--- src/hdl/cht_pkg.sv ---
// Shared types, codes and constants of the chained hash table.
package cht_pkg;

  localparam int unsigned DefBuckets   = 512;
  localparam int unsigned DefEntries   = 1024;
  localparam int unsigned DefValueBits = 32;

  localparam int unsigned KindBits   = 2;
  localparam int unsigned KeyBits    = 64;
  localparam int unsigned StatusBits = 2;

  localparam logic [KindBits-1:0] KIND_INSERT = 2'd0;
  localparam logic [KindBits-1:0] KIND_SEARCH = 2'd1;
  localparam logic [KindBits-1:0] KIND_REMOVE = 2'd2;

  localparam logic [StatusBits-1:0] ST_OK        = 2'd0;
  localparam logic [StatusBits-1:0] ST_PRESENT   = 2'd1;
  localparam logic [StatusBits-1:0] ST_POOL_FULL = 2'd2;
  localparam logic [StatusBits-1:0] ST_NOT_FOUND = 2'd3;

  localparam logic [31:0] HashXor = 32'h7FFF_FFFF;

  // Commands from the controller to the datapath.
  typedef struct packed {
    logic                  accept;
    logic                  hash1;
    logic                  hash2;
    logic                  hash3;
    logic                  clr_wr;
    logic                  head_load;
    logic                  compare;
    logic                  found_load;
    logic                  alloc_rd;
    logic                  alloc_wr;
    logic                  unlink_wr;
    logic                  free_wr;
    logic                  out_load;
    logic [StatusBits-1:0] res_status;
  } cmd_t;

  // Status from the datapath to the controller.
  typedef struct packed {
    logic                clr_last;
    logic                cur_nil;
    logic                key_match;
    logic                free_nil;
    logic                out_busy;
    logic [KindBits-1:0] kind;
  } stat_t;

endpackage

--- src/hdl/cht_ctrl.sv ---
// Operation sequencer of the chained hash table.
module cht_ctrl (
  input  logic           clk_i,
  input  logic           rst_ni,
  input  logic           in_valid_i,
  output logic           in_ready_o,
  input  cht_pkg::stat_t stat_i,
  output cht_pkg::cmd_t  cmd_o
);

  typedef enum logic [3:0] {
    S_CLEAR, S_IDLE, S_HASH1, S_HASH2, S_HASH3, S_HEAD_RD, S_HEAD_LD,
    S_CHECK, S_COMPARE, S_ALLOC_RD, S_ALLOC_WR, S_UNLINK, S_RELEASE, S_DONE
  } state_e;

  state_e                           state_q, state_d;
  logic [cht_pkg::StatusBits-1:0]   status_q, status_d;
  cht_pkg::cmd_t                    cmd;

  assign in_ready_o = (state_q == S_IDLE);

  always_comb begin
    state_d  = state_q;
    status_d = status_q;
    cmd      = '0;
    unique case (state_q)
      S_CLEAR: begin
        cmd.clr_wr = 1'b1;
        if (stat_i.clr_last) state_d = S_IDLE;
      end
      S_IDLE: begin
        if (in_valid_i) begin
          cmd.accept = 1'b1;
          state_d    = S_HASH1;
        end
      end
      S_HASH1: begin
        cmd.hash1 = 1'b1;
        if (stat_i.kind != cht_pkg::KIND_INSERT && stat_i.kind != cht_pkg::KIND_SEARCH &&
            stat_i.kind != cht_pkg::KIND_REMOVE) begin
          status_d = cht_pkg::ST_NOT_FOUND;
          state_d  = S_DONE;
        end else begin
          state_d = S_HASH2;
        end
      end
      S_HASH2: begin
        cmd.hash2 = 1'b1;
        state_d   = S_HASH3;
      end
      S_HASH3: begin
        cmd.hash3 = 1'b1;
        state_d   = S_HEAD_RD;
      end
      S_HEAD_RD: state_d = S_HEAD_LD;
      S_HEAD_LD: begin
        cmd.head_load = 1'b1;
        state_d       = S_CHECK;
      end
      S_CHECK: begin
        if (!stat_i.cur_nil) begin
          state_d = S_COMPARE;
        end else if (stat_i.kind != cht_pkg::KIND_INSERT) begin
          status_d = cht_pkg::ST_NOT_FOUND;
          state_d  = S_DONE;
        end else if (stat_i.free_nil) begin
          status_d = cht_pkg::ST_POOL_FULL;
          state_d  = S_DONE;
        end else begin
          state_d = S_ALLOC_RD;
        end
      end
      S_COMPARE: begin
        cmd.compare = 1'b1;
        if (!stat_i.key_match) begin
          state_d = S_CHECK;
        end else if (stat_i.kind == cht_pkg::KIND_INSERT) begin
          status_d = cht_pkg::ST_PRESENT;
          state_d  = S_DONE;
        end else begin
          cmd.found_load = 1'b1;
          status_d       = cht_pkg::ST_OK;
          state_d        = (stat_i.kind == cht_pkg::KIND_REMOVE) ? S_UNLINK : S_DONE;
        end
      end
      S_ALLOC_RD: begin
        cmd.alloc_rd = 1'b1;
        state_d      = S_ALLOC_WR;
      end
      S_ALLOC_WR: begin
        cmd.alloc_wr = 1'b1;
        status_d     = cht_pkg::ST_OK;
        state_d      = S_DONE;
      end
      S_UNLINK: begin
        cmd.unlink_wr = 1'b1;
        state_d       = S_RELEASE;
      end
      S_RELEASE: begin
        cmd.free_wr = 1'b1;
        state_d     = S_DONE;
      end
      S_DONE: begin
        // hold the result until the output register frees up
        if (!stat_i.out_busy) begin
          cmd.out_load = 1'b1;
          state_d      = S_IDLE;
        end
      end
      default: state_d = S_IDLE;
    endcase
    cmd.res_status = status_q;
  end

  assign cmd_o = cmd;

  always_ff @(posedge clk_i or negedge rst_ni) begin
    if (!rst_ni) begin
      state_q  <= S_CLEAR;
      status_q <= cht_pkg::ST_OK;
    end else begin
      state_q  <= state_d;
      status_q <= status_d;
    end
  end

endmodule

--- config.mk ---
export PLATFORM = sky130hd
export DESIGN_NAME = cht_ctrl
export DESIGN_NICKNAME = d
export VERILOG_FILES = /design/src/hdl/cht_pkg.sv /design/src/hdl/cht_ctrl.sv
export SDC_FILE = /design/constraint.sdc
export NUM_CORES = 1
export LEC_CHECK = 0
export BUFFER_PORTS_ARGS = -buffer_cell sky130_fd_sc_hd__buf_2
export CAP_MARGIN = 20
export CORE_AREA = 2 2 39 41
export DETAILED_ROUTE_END_ITERATION = 16
export DIE_AREA = 0 0 41 43
export PLACE_DENSITY_LB_ADDON = 0.2
export SYNTH_ARGS = -nofsm -noshare
export SYNTH_HDL_FRONTEND = slang
export SYNTH_SLANG_ARGS = --single-unit
--- constraint.sdc ---
create_clock -name clk_i -period 2.9 [get_ports clk_i]
set_input_delay 0.725 -clock clk_i [delete_from_list [all_inputs] [get_ports clk_i]]
set_output_delay 0.725 -clock clk_i [all_outputs]
set_load 0.005 [all_outputs]
### Word-level counts from Yosys, hierarchy flattened

Index checks and enable logic that the tools add are counted.

| cells by class | value |
|---|---|
| mux-type cells | 34 |
| equality and inequality tests | 23 |
| reduce and logical (&&, ||, !) cells | 9 |

Operators with widths:

| kind | count |
|---|---|
| $pmux W4 S13 | 1 |
| $eq A4 B4 Y1 const B | 6 |
| $mux W4 | 5 |
| $eq A4 B3 Y1 const B | 4 |
| $mux W1 | 16 |
| $mux W3 | 5 |
| $ne A2 B2 Y1 const B | 7 |
| $mux W2 | 6 |
| $eq A4 B2 Y1 const B | 2 |
| $pmux W2 S4 | 1 |
| $reduce_and A5 Y1 | 1 |
| $eq A4 B1 Y1 const B | 1 |
| $logic_not A4 Y1 | 1 |
| $reduce_bool A4 Y1 | 1 |
| $ne A3 B3 Y1 const B | 1 |
| $reduce_and A3 Y1 | 1 |
| $eq A2 B2 Y1 const B | 1 |
| $logic_and A1 B1 Y1 | 2 |
| $logic_not A2 Y1 | 1 |
| $ne A2 B1 Y1 const B | 1 |
| $reduce_bool A2 Y1 | 1 |
| $reduce_or A2 Y1 | 1 |

| word-level totals | value |
|---|---|
| bits in registers | 6 |
| bits of input ports | 10 |
| output and inout bits | 16 |

### Logic depth before layout (Yosys ltp)

Gate-level depths: netlist (run 1).

| logic depth | value |
|---|---|
| depth in word-level cells | 5 |
| mapped depth | 6 |
| gate-level depth less buffers | 4 |

### Worst setup path before layout (run 1)

No wires, ideal clock.

| path | value |
|---|---|
| path kind | reg-to-output |
| from | reg state_q[1] |
| to | out cmd_o[7] in the netlist's numbering |
| data required time | 2.175 ns |
| stages on the path, launching flop included | 5 |
| arrival time | 1.186 ns |
| slack | 0.989 ns |
| cells stage by stage | dfrtp_1 buf_4 buf_2 nor3_1 and3b_1 |

RTL lines:

| what | line | RTL |
|---|---|---|
| start: declaration | cht_ctrl.sv:16 | `state_e state_q, state_d;` |
| start signal: assignment | cht_ctrl.sv:122 | `state_q <= state_d;` |
| end: declaration | cht_ctrl.sv:8 | `output cht_pkg::cmd_t cmd_o` |

==> impl_results.md, run 1 <==
- Crit Path Category: reg2out
- Area of the multi-input gates: 417 sq um
- Status: completed
- I/O pin cnt: 26
- Lkg Pwr: 0.376 nW
- Post-CTS Resized: 0
- Synth unique cells: 38
- Synth warn: 0
- Die Y: 43 um
- Slowest cell on the critical path: dfrtp_1
- Die width: 41 um
- Clock tree sinks: 6
- Setup crit start kind: flop
- Simple-gate share of the synthesized area: 0.352
- Syn avg cell area: 7.86 sq um
- Post-synthesis mux area share: 0.0648
- Final Skew: 2.84 ps
- Nets: 114
- Crit Path Max Fanout: 10
- Met2 Usage GRT: 0.303
- Cell Rows: 14
- Largest net degree at the start of global routing: 18
- Worst-case clock buffer depth: 2
- Most frequent cells in the layout: buf_2, nor2_1, nor3_1, a21oi_1, dfrtp_1
- Core area: 1380 sq um
- Vias in the first global route: 567
- Setup TNS: 0 ps
- Most common cell after layout, fill and taps aside: buf_2
- Die ar.: 1760 sq um
- # hold bufs at CTS: 0
- Layout cells sized above 1: 0.343
- Setup Slack @ Placement: 834 ps
- RSZ-0062 raised after global routing: no
- CP Cell Sequence: nand2b_1, nor3_1, and3b_1, buf_2
- Setup ws final: 548 ps
- Clock power share: 0.110
- Area growth syn-to-layout: 18.3%
- Mapped Cells: 81
- DRC violations left: 0
- DP Area: 731 sq um
- Post-Synth XOR/XNOR Area: 0
- Initial DRC Count: 20
- Area fraction in compound gates after synthesis: 0.238
- Vias per cell: 5.47
- Starting Density: 0.460
- Reg area: 150 sq um
- Total chip power: 0.739 mW
- Seq cells post-synth: 6
- CTS tree: done
- Tightest Hold Check Type: in2async
- Tot GR Track Use: 0.218
- CP arrival: 1630 ps
- Mapped cell area: 637 sq um
- Pint: 0.387 mW
- Largest family of logic cells by synthesized area: simple AND/OR/NAND/NOR gates
- Diode count: 0
- Final count of negative-setup-slack endpoints: 0
- Worst-Margin Slew: 491 ps
- Fin crit period: 2350 ps
- Util after Layout: 0.544
- H-tree Lvls: 1
- Port bufs: 25
- Initial antenna violation count: 0
- Final wirelength: 1.61 mm
- M1 GR Usage: 0.294
- GRT Residual Overflow: 0
- Final worst-path cycle share: 0.811
- PD cells: 981 nW/um^2
- Req. time, crit path: 2170 ps
- CTS Buf Count: 3
- Mapped Nets: 91
- Remaining antenna violation count: 0
- Slew Limit Fails: 0
- Postcts setup bufs: 0
- DR vias: 645
- DP Wirelength: 1.19 mm
- Routed len/inst: 13.6 um
- Fin area: 753 sq um
- Adder-Cell Fraction of Synth Area: 0
- Crit-path max cell delay: 510 ps
- Seq pwr share: 0.311
- Root buffer cell: clkbuf_4
- Met3 usage: 0.0733
- Clock transition at the registers of the reported paths: 50 ps
- FMAX: 0.425 GHz
- Clk_lat worst skew: 250 ps
- First-pass iteration count of the detailed router: 4
- Sw frac: 0.476
- Most Crowded Layer GR: met2
- Global placer's final weighted congestion: 0.834
- Post-synthesis sequential area ratio: 0.236
- Switching pwr: 0.352 mW
- Max Cap Viol: 0
- Worst rel slew slack: 0.673
- Combinational share of power: 0.579
- Fill count: 127
- Endpoints failing hold: 0
- First-pass GRT wire length: 2.57 mm
- Setup crit end kind: primary output
- Max rail drop VDD: 0.538 mV
per-stage QoR:
| step | instances | hold slack [ps] |
|---|---|---|
| finish | 118 | 293 |
| global route | 118 | 294 |
| CTS | 118 | 294 |
| detailed placement | 115 | 495 |
| global placement | 115 | 488 |
| floorplan | 81 | 429 |
cells by family (layout without fill, tap and decap cells):
group                  after synthesis  in the layout
and+or+nand+nor                     39             39
muxes                                4              4
DFF                                  6              6
AOI/OAI and AO/OA                   21             21
buffers and inverters               11             32
registers in the layout, summed over array words and instances (netlist names):
register,cells
status_q,2
state_q,4
cell usage after synthesis (all sizes together):
cell type / instances / area [sq um]
a211o: 1 / 8.76
a211oi: 1 / 7.51
a21o: 2 / 16.3
a21oi: 6 / 30.0
a221o: 1 / 10.0
a22o: 1 / 8.76
a22oi: 1 / 7.51
and2: 1 / 6.26
and3b: 1 / 8.76
buf: 7 / 55.1
clkbuf: 1 / 3.75
dfrtp: 6 / 150
inv: 3 / 11.3
mux2: 1 / 11.3
mux2i: 3 / 30.0
nand2: 4 / 17.5
nand2b: 4 / 32.5
nand3b: 1 / 7.51
nor2: 14 / 52.6
nor2b: 2 / 12.5
nor3: 6 / 30.0
nor3b: 1 / 12.5
nor4b: 2 / 23.8
o21ai: 3 / 15.0
o22a: 1 / 8.76
o2bb2ai: 1 / 8.76
o31ai: 2 / 20.0
o32a: 1 / 10.0
or2: 2 / 12.5
or4: 1 / 7.51
layout make-up:
| cell class | count | share of cell area |
|---|---|---|
| clock buffer | 3 | 0.0299 |
| inverter | 3 | 0.0150 |
| multi-input combinational | 64 | 0.553 |
| sequential | 6 | 0.199 |
| tap | 16 | 0.0266 |
| timing repair buffer | 26 | 0.176 |
power by group through the flow:
stage	Clock, mW	Combinational (mW)	Sequential [mW]
2_1_floorplan	0	0.427	0.151
3_3_place_gp	0	0.426	0.226
3_5_place_dp	0	0.428	0.229
4_1_cts	0.0832	0.431	0.228
5_1_grt	0.0918	0.476	0.243
6_report	0.0814	0.428	0.230
critical path, delay by kind of cell, from the launching register on:
kind | cells | cell delay (ps)
buffers and inverters | 1 | 100
AND/OR/NAND/NOR | 3 | 760
flip-flops | 1 | 510
per-layer routing:
layer,share of wire,vias up
li1,-,334
met1,0.45,280
met2,0.45,29
met3,0.078,2
met4,0.013,0
met5,0,-
path summary, 6_finish.rpt:
path,startpoint,endpoint,slack [ps],cells after the start
setup / recovery,state_q[2],cmd_o[7],550,4
hold / removal,rst_ni,status_q[0],290,1
setup reg to reg,state_q[1],state_q[2],1140,4
hold reg to reg,status_q[0],status_q[0],500,1
max in group asynchronous,rst_ni,state_q[0],2460,1
min in group clk_i,status_q[0],status_q[0],500,1
No activity file was read; power rests on OpenSTA's default activity.
==> run 2, diff against run 1 <==
--- a/config.mk
+++ b/config.mk
@@ -7,9 +7,9 @@
 export LEC_CHECK = 0
 export BUFFER_PORTS_ARGS = -buffer_cell sky130_fd_sc_hd__buf_2
 export CAP_MARGIN = 20
-export CORE_AREA = 2 2 39 41
+export CORE_MARGIN = 2
+export CORE_UTILIZATION = 42
 export DETAILED_ROUTE_END_ITERATION = 16
-export DIE_AREA = 0 0 41 43
 export PLACE_DENSITY_LB_ADDON = 0.2
 export SYNTH_ARGS = -nofsm -noshare
 export SYNTH_HDL_FRONTEND = slang
==> constraint.sdc (replaced) <==
create_clock -name clk_i -period 1.9 [get_ports clk_i]
set_input_delay 0.475 -clock clk_i [delete_from_list [all_inputs] [get_ports clk_i]]
set_output_delay 0.475 -clock clk_i [all_outputs]
set_load 0.005 [all_outputs]
==> impl_results.md, run 2 (synthesis results as in run 1) <==
- Initial DRC Count: 21 (+5.0%)
- Post-Layout Cell Count: 126 (+6.8%)
- Sw frac: 0.444 (-0.0322)
- Clock transition at the registers of the reported paths: 40 ps (about the same)
- Status: completed
- Port bufs: 25 (unchanged)
- Worst rel slew slack: 0.802 (+0.129)
- Hold WS: 45.6 ps (-248 ps)
- Worst-Margin Slew: 295 ps (-196 ps)
- Fin crit period: 1810 ps
- CTS Buf Count: 3 (unchanged)
- Diode count: 0 (unchanged)
- Cell Rows: 14 (unchanged)
- Clk_lat worst skew: 240 ps (about the same)
- Final count of negative-setup-slack endpoints: 0 (unchanged)
- Remaining antenna violation count: 0 (unchanged)
- Critical path's top delay family: simple AND/OR/NAND/NOR gates
- First-pass iteration count of the detailed router: 3 (-1)
- Nets: 122 (+7.0%)
- Vias per cell: 5.45 (-0.25%)
- Global placer's final weighted congestion: 0.785 (-5.9%)
- Critical path buffers and inverters: 1 (unchanged)
- First-pass GRT wire length: 2.59 mm (+0.82%)
- Crit Path Max Fanout: 7 (-3)
- FMAX: 0.553 GHz
- Combinational share of power: 0.646 (+0.067)
- Vias in the first global route: 589 (+3.9%)
- GRT Residual Overflow: 0 (unchanged)
- H-tree Lvls: 1 (unchanged)
- Most frequent cells in the layout: buf_2, nor2_1, buf_4
- DP Area: 761 sq um (+4.1%)
- Area growth syn-to-layout: 30.5%
- Die Y: 42.9 um (-0.14%)
- Util after Layout: 0.565 (+0.0203)
- Setup Slack @ Placement: 160 ps (-674 ps)
- DP Wirelength: 1.24 mm (+4.0%)
- Setup ws final: 92.2 ps (-456 ps)
- # hold bufs at CTS: 0 (unchanged)
- I/O pin cnt: 26 (unchanged)
- Clock tree sinks: 6 (unchanged)
- Slew Limit Fails: 0 (unchanged)
- Final wirelength: 1.63 mm (+1.6%)
- RSZ-0062 raised after global routing: no
- CP Cell Sequence: or2_4, nor2_1, and2_1, buf_2
- Crit-path max cell delay: 450 ps (-60 ps)
- Final worst-path cycle share: 0.951
- Tot GR Track Use: 0.185 (-0.0330)
- Core area: 1470 sq um (+6.3%)
- Placed cells: 119 (+3.5%)
- PD cells: 1530 nW/um^2 (+56%)
- Tightest Hold Check Type: in2async
- Endpoints failing hold: 0 (unchanged)
- Largest regs: state_q x4, status_q x2
- Die width: 42.9 um (+4.7%)
- Top reg by flops: state_q
- DRC violations left: 0 (unchanged)
- Setup TNS: 0 ps (unchanged)
- Fin area: 831 sq um (+10%)
- Req. time, crit path: 1420 ps (-750 ps)
- DR vias: 687 (+6.5%)
- Starting Density: 0.433 (-0.0274)
- CTS tree: done
- Final Skew: 1.66 ps (-1.18 ps)
- Lkg Pwr: 0.414 nW (+10%)
- Root buffer cell: clkbuf_4
- Pint: 0.709 mW (+83%)
- Routed len/inst: 13.0 um (-4.9%)
- Setup crit end kind: primary output
- Layout cells sized above 1: 0.455 (+0.111)
- Switching pwr: 0.565 mW (+61%)
- Clock power share: 0.090 (-0.020)
- Seq pwr share: 0.264 (-0.047)
- CP arrival: 1330 ps (-300 ps)
- Largest net degree at the start of global routing: 15 (-3)
- Max Cap Viol: 0 (unchanged)
- Initial antenna violation count: 0 (unchanged)
- Setup crit start kind: flop
- Worst-case clock buffer depth: 2 (unchanged)
- Slowest cell on the critical path: dfrtp_2
- Crit Path Category: reg2out
- Most common cell after layout, fill and taps aside: buf_2
- Number of flip-flops in the largest register: 4 (unchanged)
- Max rail drop VDD: 0.709 mV (+32%)
- Total chip power: 1.27 mW (+72%)
- Die ar.: 1840 sq um (+4.6%)
## run 2: worst register-to-register path, cell delays in order (launching register included)
cell       delay (ps)
dfrtp_2           430
buf_4             160
nand2_2            90
mux2_1            130
o2bb2ai_1          90
or4_1             520
## run 2: timing repair
action / 4_1_cts / 5_1_grt
buffers inserted: 0 / 4
gates resized for setup: 4 / 3
setup endpoints to repair: 3 / 8
## run 2: area by class of cell
type / count / area [sq um]
sequential: 6 / 155
timing repair buffer: 34 / 193
fill: 152 / 641
clock buffer: 3 / 22.5
multi-input combinational: 64 / 429
inverter: 3 / 11.3
tap: 16 / 20.0
## run 2: final timing paths
check	from	end	slack [ps]	depth (start not counted)
hold / removal	rst_ni	status_q[0]	50	1
setup / recovery	state_q[3]	cmd_o[14]	90	4
hold reg to reg	status_q[0]	status_q[0]	490	1
setup reg to reg	state_q[2]	state_q[2]	350	5
max in group asynchronous	rst_ni	state_q[1]	1690	1
min in group clk_i	stat_i[6]	state_q[0]	460	3
## run 2: metal layers
layer  up-vias  share of wire  global-route usage  wire length, um
li1        346              -                   -                -
met1       318           0.47               0.239              760
met2        23           0.48               0.297              778
met3         0          0.058              0.0681               95
met4         0              0              0.0364                0
met5         -              0                   0                0
## run 2: power groups by stage
stage	sequential (mW)	clock [mW]	combinational, mW
after floorplan	0.231	0	0.652
after global placement	0.335	0	0.710
after detailed placement	0.337	0	0.720
after CTS	0.345	0.118	0.740
after global routing	0.344	0.130	0.902
final	0.336	0.115	0.823
==> run 3, diff against run 2 <==
--- a/config.mk
+++ b/config.mk
@@ -11,6 +11,7 @@
 export CORE_UTILIZATION = 42
 export DETAILED_ROUTE_END_ITERATION = 16
 export PLACE_DENSITY_LB_ADDON = 0.2
+export REMOVE_ABC_BUFFERS = 1
 export SYNTH_ARGS = -nofsm -noshare
 export SYNTH_HDL_FRONTEND = slang
 export SYNTH_SLANG_ARGS = --single-unit
==> impl_results.md, run 3 (synthesis results as in run 1) <==
- Status: completed
- Die Y: 42.9 um (unchanged)
- H-tree Lvls: 1 (unchanged)
- Fin crit period: 1840 ps (+36.8 ps)
- Worst-case clock buffer depth: 2 (unchanged)
- Lkg Pwr: 0.438 nW (+5.9%)
- Die ar.: 1840 sq um (unchanged)
- Crit Path Max Fanout: 8 (+1)
- Clock power share: 0.088 (-0.002)
- Largest regs: state_q x4, status_q x2
- FMAX: 0.542 GHz (-2.0%)
- Die width: 42.9 um (unchanged)
- Sw frac: 0.427 (-0.0168)
- Nets: 126 (+3.3%)
- RSZ-0062 raised after global routing: no
- Global placer's final weighted congestion: 0.756 (-3.7%)
- Area growth syn-to-layout: 36.1%
- Initial antenna violation count: 0 (unchanged)
- Cell Rows: 14 (unchanged)
- Setup TNS: 0 ps (unchanged)
- Clk_lat worst skew: 240 ps (about the same)
- Tightest Hold Check Type: in2async
- Combinational share of power: 0.691 (+0.045)
- DR vias: 699 (+1.7%)
- Setup crit end kind: primary output
- I/O pin cnt: 26 (unchanged)
- Req. time, crit path: 1420 ps (about the same)
- CP arrival: 1370 ps (+40 ps)
- Worst rel slew slack: 0.759 (-0.0429)
- Crit Path Category: reg2out
- Root buffer cell: clkbuf_4
- Final Skew: 0.0670 ps (-1.59 ps)
- Diode count: 0 (unchanged)
- Most common cell after layout, fill and taps aside: buf_2
- Worst-Margin Slew: 361 ps (+66.2 ps)
- Clock transition at the registers of the reported paths: 40 ps (about the same)
- Util after Layout: 0.589 (+0.0247)
- Max Cap Viol: 0 (unchanged)
- Final worst-path cycle share: 0.971 (+0.0194)
- Initial DRC Count: 18 (-14%)
- CTS Buf Count: 3 (unchanged)
- CTS tree: done
- First-pass GRT wire length: 2.57 mm (-0.81%)
- Hold WS: 45.9 ps (+0.344 ps)
- Largest net degree at the start of global routing: 13 (-2)
- Port bufs: 25 (unchanged)
- PD cells: 1550 nW/um^2 (+0.77%)
- Endpoints failing hold: 0 (unchanged)
- Tot GR Track Use: 0.182 (-0.00279)
- Remaining antenna violation count: 0 (unchanged)
- First-pass iteration count of the detailed router: 4 (+1)
- Top reg by flops: state_q
- Slew Limit Fails: 0 (unchanged)
- DP Wirelength: 1.15 mm (-6.6%)
- Clock tree sinks: 6 (unchanged)
- Pint: 0.768 mW (+8.3%)
- Core area: 1470 sq um (unchanged)
- Vias in the first global route: 586 (-0.51%)
- Final count of negative-setup-slack endpoints: 0 (unchanged)
- Max rail drop VDD: 0.828 mV (+17%)
- Layout cells sized above 1: 0.456 (+0.00159)
- Routed len/inst: 12.6 um (-2.6%)
- Vias per cell: 5.38 (-1.4%)
- Number of flip-flops in the largest register: 4 (unchanged)
- Final wirelength: 1.64 mm (+0.49%)
- DRC violations left: 0 (unchanged)
- GRT Residual Overflow: 0 (unchanged)
- Setup crit start kind: flop
- # hold bufs at CTS: 0 (unchanged)
- Switching pwr: 0.572 mW (+1.2%)
- Most frequent cells in the layout: buf_2, nor2_1, buf_4
- Starting Density: 0.433 (unchanged)
- Seq pwr share: 0.221 (-0.043)
## run 3: cell types whose count changed in the layout (fill, tap and decap cells not counted), sizes merged
cell,previous run,this run
buf,34,38
## run 3: area by class of cell
type	count	area (sq um)
fill	157	604
multi-input combinational	64	424
timing repair buffer	38	235
sequential	6	154
clock buffer	3	22.5
tap	16	20.0
inverter	3	11.3
## run 3: critical path: stages, from the launching register on
cell	delay (ps)
dfrtp_2	460
buf_4	180
nor3_1	210
and3b_1	180
buf_2	100
## run 3: final timing paths
check                            start          end  slack (ps)  cells past startpoint
max                         state_q[1]     cmd_o[7]          60                      4
min                             rst_ni  status_q[1]          50                      1
max reg2reg                 state_q[0]  status_q[0]         320                      4
min reg2reg                status_q[0]  status_q[0]         500                      1
max in group asynchronous       rst_ni   state_q[1]        1700                      1
min in group clk_i           stat_i[6]   state_q[0]         470                      3
## run 3: power groups by stage
| stage | sequential (mW) | clock, mW | combinational (mW) |
|---|---|---|---|
| CTS | 0.342 | 0.123 | 0.729 |
| finish | 0.296 | 0.118 | 0.926 |
| global route | 0.306 | 0.130 | 1.02 |
| detailed placement | 0.336 | 0 | 0.715 |
| floorplan | 0.335 | 0 | 0.438 |
| global placement | 0.336 | 0 | 0.716 |
## run 3: what timing repair did
| action | CTS | global route |
|---|---|---|
| setup endpoints to repair | 5 | 3 |
| resized for setup | 4 | 1 |
| setup buffers | 0 | 8 |
| endpoints found under the hold margin | 0 | 0 |
| pin swaps | 1 | 0 |
## run 3: routing by layer
layer / wire [um] / vias to the layer above / part of all wire / track usage
met2: 813 / 22 / 0.50 / 0.282
met5: 0 / - / 0 / 0
met3: 90 / 0 / 0.055 / 0.0681
met4: 0 / 0 / 0 / 0.0364
li1: - / 352 / - / -
met1: 738 / 325 / 0.45 / 0.243
## run 3: per-stage QoR
stage               setup slack [ps]  total power, mW  cell area (sq um)  instances
global placement                 202             1.05                761        119
floorplan                        223            0.773                578         73
CTS                             6.75             1.19                790        122
finish                          55.5             1.34                867        130
detailed placement               166             1.05                761        119
global route                    6.65             1.46                867        130
